<file path="src/rtl/core/ialu_pkg.sv">
// Shared types, command codes and helpers for the variable-width integer ALU.
// Used by every module under rtl/core; no dependencies.
package ialu_pkg;

  localparam int unsigned DataW = 64;
  localparam int unsigned WidW  = 7;
  localparam int unsigned DefMaxWidth = 64;

  typedef enum logic [2:0] {
    CMD_ADD  = 3'd0,
    CMD_SUB  = 3'd1,
    CMD_MUL  = 3'd2,
    CMD_SDIV = 3'd3,
    CMD_CMP  = 3'd4,
    CMD_CAST = 3'd5
  } cmd_e;

  typedef enum logic [3:0] {
    PRED_EQ  = 4'd0,
    PRED_NE  = 4'd1,
    PRED_SLT = 4'd2,
    PRED_SLE = 4'd3,
    PRED_SGT = 4'd4,
    PRED_SGE = 4'd5,
    PRED_ULT = 4'd6,
    PRED_ULE = 4'd7,
    PRED_UGT = 4'd8,
    PRED_UGE = 4'd9
  } pred_e;

  // State carried down the divide pipeline.
  typedef struct packed {
    logic             valid;
    logic [2:0]       cmd;
    logic             dz;
    logic             neg;
    logic [DataW-1:0] mask;
    logic [DataW-1:0] res;
    logic [DataW-1:0] rem;
    logic [DataW-1:0] quo;
    logic [DataW-1:0] dvs;
  } stage_t;

  function automatic logic [WidW-1:0] clamp_width(logic [WidW-1:0] w,
                                                  logic [WidW-1:0] maxw);
    logic [WidW-1:0] r;
    r = w;
    if (w == '0) r = WidW'(1);
    else if (w > maxw) r = maxw;
    return r;
  endfunction

  function automatic logic [DataW-1:0] mask_of(logic [WidW-1:0] w);
    logic [DataW-1:0] m;
    if (w >= WidW'(DataW)) m = '1;
    else m = (DataW'(1) << w) - DataW'(1);
    return m;
  endfunction

  function automatic logic [DataW-1:0] sext_from(logic [DataW-1:0] v, logic [WidW-1:0] w);
    logic [WidW-1:0]  sh;
    logic [DataW-1:0] t;
    sh = WidW'(DataW) - w;
    t  = v << sh;
    return DataW'($signed(t) >>> sh);
  endfunction

endpackage

</file>
<file path="src/rtl/core/ialu_div_stage.sv">
// One restoring-division step: produces one quotient bit per register stage.
// Uses ialu_pkg::stage_t.
module ialu_div_stage (
  input  logic             clk_i,
  input  logic             rst_ni,
  input  logic             en_i,
  input  ialu_pkg::stage_t stage_i,
  output ialu_pkg::stage_t stage_o
);

  localparam int unsigned W = ialu_pkg::DataW;

  ialu_pkg::stage_t stage_d, stage_q;
  logic             valid_q;
  logic [W-1:0] r2;

  always_comb begin
    stage_d = stage_i;
    r2      = {stage_i.rem[W-2:0], stage_i.quo[W-1]};
    stage_d.quo = {stage_i.quo[W-2:0], 1'b0};
    if (r2 >= stage_i.dvs) begin
      stage_d.rem    = r2 - stage_i.dvs;
      stage_d.quo[0] = 1'b1;
    end else begin
      stage_d.rem    = r2;
    end
  end

  always_ff @(posedge clk_i or negedge rst_ni) begin
    if (!rst_ni) begin
      valid_q <= 1'b0;
    end else if (en_i) begin
      valid_q <= stage_d.valid;
    end
  end

  always_ff @(posedge clk_i) begin
    if (en_i) begin
      stage_q <= stage_d;
    end
  end

  always_comb begin
    stage_o       = stage_q;
    stage_o.valid = valid_q;
  end

endmodule

</file>
<file path="config.mk">
export PLATFORM = sky130hd
export DESIGN_NAME = ialu_div_stage
export DESIGN_NICKNAME = d
export VERILOG_FILES = /design/src/rtl/core/ialu_pkg.sv /design/src/rtl/core/ialu_div_stage.sv
export SDC_FILE = /design/constraint.sdc
export NUM_CORES = 1
export LEC_CHECK = 0
export BUFFER_PORTS_ARGS = -buffer_cell sky130_fd_sc_hd__buf_2
export CAP_MARGIN = 0
export CORE_MARGIN = 1.5
export CORE_UTILIZATION = 23
export DETAILED_ROUTE_END_ITERATION = 10
export PLACE_DENSITY = 0.46
export SYNTH_ARGS = -nofsm -noshare
export SYNTH_HDL_FRONTEND = slang
export SYNTH_SLANG_ARGS = --single-unit
</file>
<file path="constraint.sdc">
create_clock -name clk_i -period 1.04 [get_ports clk_i]
set_input_delay 0.208 -clock clk_i [delete_from_list [all_inputs] [get_ports clk_i]]
set_output_delay 0.208 -clock clk_i [all_outputs]
set_load 0.02 [all_outputs]
</file>
==> results.yml <==
cts:
  insertion_delay_ps: 560
  path_clk_slew_ps: 60
  cts_buffers: 39
  cts_max_path_buffers: 3
  cts.sinks: 326
  tritoncts: "built"
  cts_root_buffer: "clkbuf_16"
  htreeDepth: 2
timing:
  finalSetupTns_ps: -180480
  hold_viol_final: 0
  finalSetupViolCount: 391
  fmax_mhz: 390
  slew_viol_final: 0
  maxSlewHeadroom_pct: 63.6
  finalWorstSetupSlack_ps: -1530
  min_period_over_period_pct: 247
  rsz0062_at_grt: "yes"
  period_needed_ps: 2570
  worstMarginPinSlew_ps: 542
  finClkSkew_ps: 0
synth:
  synth-edff-count: 325
  ys_ff_latch: 326
  avgSynthCellArea_sq_um: 13.0
  async_reset_ff_share_pct: 0.307
  syn-cell-area_sq_mm: 0.0149
  synth-main-ff-cell: "edfxtp_1"
  synth_warnings: 0
  ys_seq_area_share_pct: 65.5
  syn_nets: 1541
  ys_types: 72
  synthCells: 1147
floorplan:
  core_sq_mm: 0.0643
  start_util_pct: 23.2
  num_rows: 93
  die_h_microns: 258
  ios: 655
  die_w_microns: 258
  die-area_sq_mm: 0.0665
global_routing:
  grt_overflow: 0
  track_usage_pct: 21.5
  grt_first_pass_wirelength_mm: 104
  grt_max_degree: 29
  grt_pass1_vias: 15664
  antenna_found_initial: 10
drt:
  vias_per_cell: 4.42
  dr.pass1.iters: 7
  final_antenna_net_count: 0
  drt-initial-drc-count: 967
  drc_errors: 0
  wl_per_cell_microns: 21.9
  detail_route.wirelength_mm: 74.1
  vias: 14958
power:
  power_w: 0.0436
  peakVddDrop_v: 0.00135
  p_per_area_mw_per_mm2: 1480
  leakagePower_nw: 12.7
setup_path:
  crit_path_max_fanout: 6
  cp.arrival_ps: 2870
  critPathMaxStageDelay_ps: 520
  slowest_stage: "or4b_4"
  critPathTopFamily: "simple AND/OR/NAND/NOR gates"
  worst_setup_path_start_kind: "primary input"
  critical_path_class: "primary input to register"
  required_ps: 1340
  end_kind: "register"
  crit_chain: "buf_2 > inv_2 > ha_4 > nand4_1 > nor2_4 > buf_6 > a221oi_4 > o221ai_2 > and2_1 > or4b_4 > nand2_8 > buf_16 > buf_12 > inv_16 > o221a_2"
  critPathBufInv: 6
placed_design:
  gp_congestion: 0.854
  dp_hpwl_mm: 55.8
  pre_cts_ws_ps: -2630
  portBuffers: 653
min_path:
  hold_path_class: "primary input to register"
final_layout:
  post-route-util_pct: 45.8
  multi_input_area_sq_mm: 0.00596
  nFillCells: 5918
  areaGrowthSynthToFinish_pct: 97.1
  final_net_count: 2887
  layout-drive-gt1-share_pct: 53.2
  seqCellArea_sq_mm: 0.00978
run_status:
  violations: "negative setup slack"
  run_status: "finished, violations left"
run:
  maxCapViolCount: 0
==> power breakdown <==
group / internal, W / switching [W] / total [W]
Sequential: 0.0159 / 0.000583 / 0.0165
Combinational: 0.00645 / 0.00678 / 0.0132
Clock: 0.00818 / 0.00565 / 0.0138
Total: 0.0305 / 0.0130 / 0.0436
==> cells in the mapped netlist (3+ instances only) <==
master	count	area [sq um]
or2_2	3	18.8
nand2_1	85	319
o21bai_1	12	90.1
clkbuf_1	15	56.3
buf_6	8	90.1
ha_1	64	801
xor2_1	23	201
a31oi_1	10	62.6
o211a_1	3	30.0
nand4_1	23	144
a21boi_0	4	30.0
nand3_1	13	65.1
o21a_1	11	82.6
o31ai_1	11	82.6
o221ai_1	3	26.3
o21ai_0	54	270
buf_2	15	75.1
a2111oi_2	3	45.0
a211oi_1	11	82.6
nor3_1	14	70.1
nor2b_1	5	31.3
nand2b_1	7	43.8
o211ai_1	5	37.5
mux2_4	3	45.0
and4_1	4	35.0
nor4_1	6	37.5
a21oi_1	106	531
inv_1	88	330
o2111ai_1	4	35.0
a21o_1	34	255
and3_1	5	31.3
nor2_1	79	297
nor2_2	6	37.5
xnor2_1	27	236
and2_1	6	37.5
a211o_1	4	35.0
a21oi_2	6	52.6
edfxtp_1	325	9760
==> flip-flops by register name (all words and copies together) (netlist names) <==
signal / flops
stage_o: 325
valid_q: 1
==> layout by cell type (no fill, tap or decap), types with 25 or more instances in the layout <==
cell type      netlist  layout
a21o_1              34      33
a21oi_1            106      73
a21oi_2              6      32
buf_2               15     449
buf_4                1     359
buf_6                8     208
clkbuf_16            0      39
dlygate4sd3_1        0     286
edfxtp_1           325     325
ha_4                 0      36
inv_1               88      70
nand2_1             85      64
nor2_1              79      61
o21ai_0             54      25
==> what timing repair did <==
action                                  CTS  global route
gates cloned                              9             0
setup buffers                            27             8
endpoints found under the hold margin   285             0
resized for setup                       652            55
hold buffers                            286             0
endpoints found under the setup margin  391           391
pin swaps                                61            19
==> path summary, 6_finish.rpt <==
kind,to,slack [ps],startpoint,cells after the start
worst max-delay path,stage_o[178]$_DFFE_PP_,-1530,stage_i[38],15
worst min-delay path,stage_o[181]$_DFFE_PP_,40,stage_i[180],3
worst max register to register,valid_q$_DFFE_PN0P_,250,valid_q$_DFFE_PN0P_,1
worst min register to register,valid_q$_DFFE_PN0P_,590,valid_q$_DFFE_PN0P_,1
max in group asynchronous,valid_q$_DFFE_PN0P_,400,rst_ni,3
min in group asynchronous,valid_q$_DFFE_PN0P_,530,rst_ni,3
==> area by class of cell <==
type                            instances  area share [%]
Timing Repair inverter                  3           0.174
Inverter                               89            1.23
Tap cell                              855            3.63
Multi-Input combinational cell        693            20.2
Antenna cell                            5          0.0425
Clock buffer                           47            3.42
Clock inverter                         22           0.905
Sequential cell                       326            33.2
Timing Repair Buffer                 1341            37.1
==> metal layers <==
metal	track usage [%]	vias up	share of wire, %
met1	24.9	7269	39
met3	4.61	125	6.1
met2	38.0	543	50
met4	9.21	10	4.5
met5	0	-	0.081
li1	-	7011	-
==> kinds of logic (layout without fill, tap and decap cells) <==
logic type / count (synthesis) / count (layout) / synth area share (%)
mux: 5 / 5 / 0.444
fa+ha+maj: 65 / 65 / 5.49
xor+xnor: 50 / 50 / 2.93
simple gates: 267 / 267 / 8.53
other cells: 0 / 5 / 0
compound gates: 306 / 306 / 13.3
flops: 326 / 326 / 65.5
buf+inv: 128 / 1502 / 3.79
==> through the flow <==
stage / std cells / hold WS (ps) / area [sq um]
2_1_floorplan: 1147 / -87.6 / 15200
3_3_place_gp: 2981 / -6.55 / 22200
3_5_place_dp: 2981 / -4.73 / 22200
4_1_cts: 3369 / 1.57 / 29200
5_1_grt: 3377 / 20.9 / 29400
6_report: 3381 / 37.9 / 29500
Power figures use the tool's default switching activity.
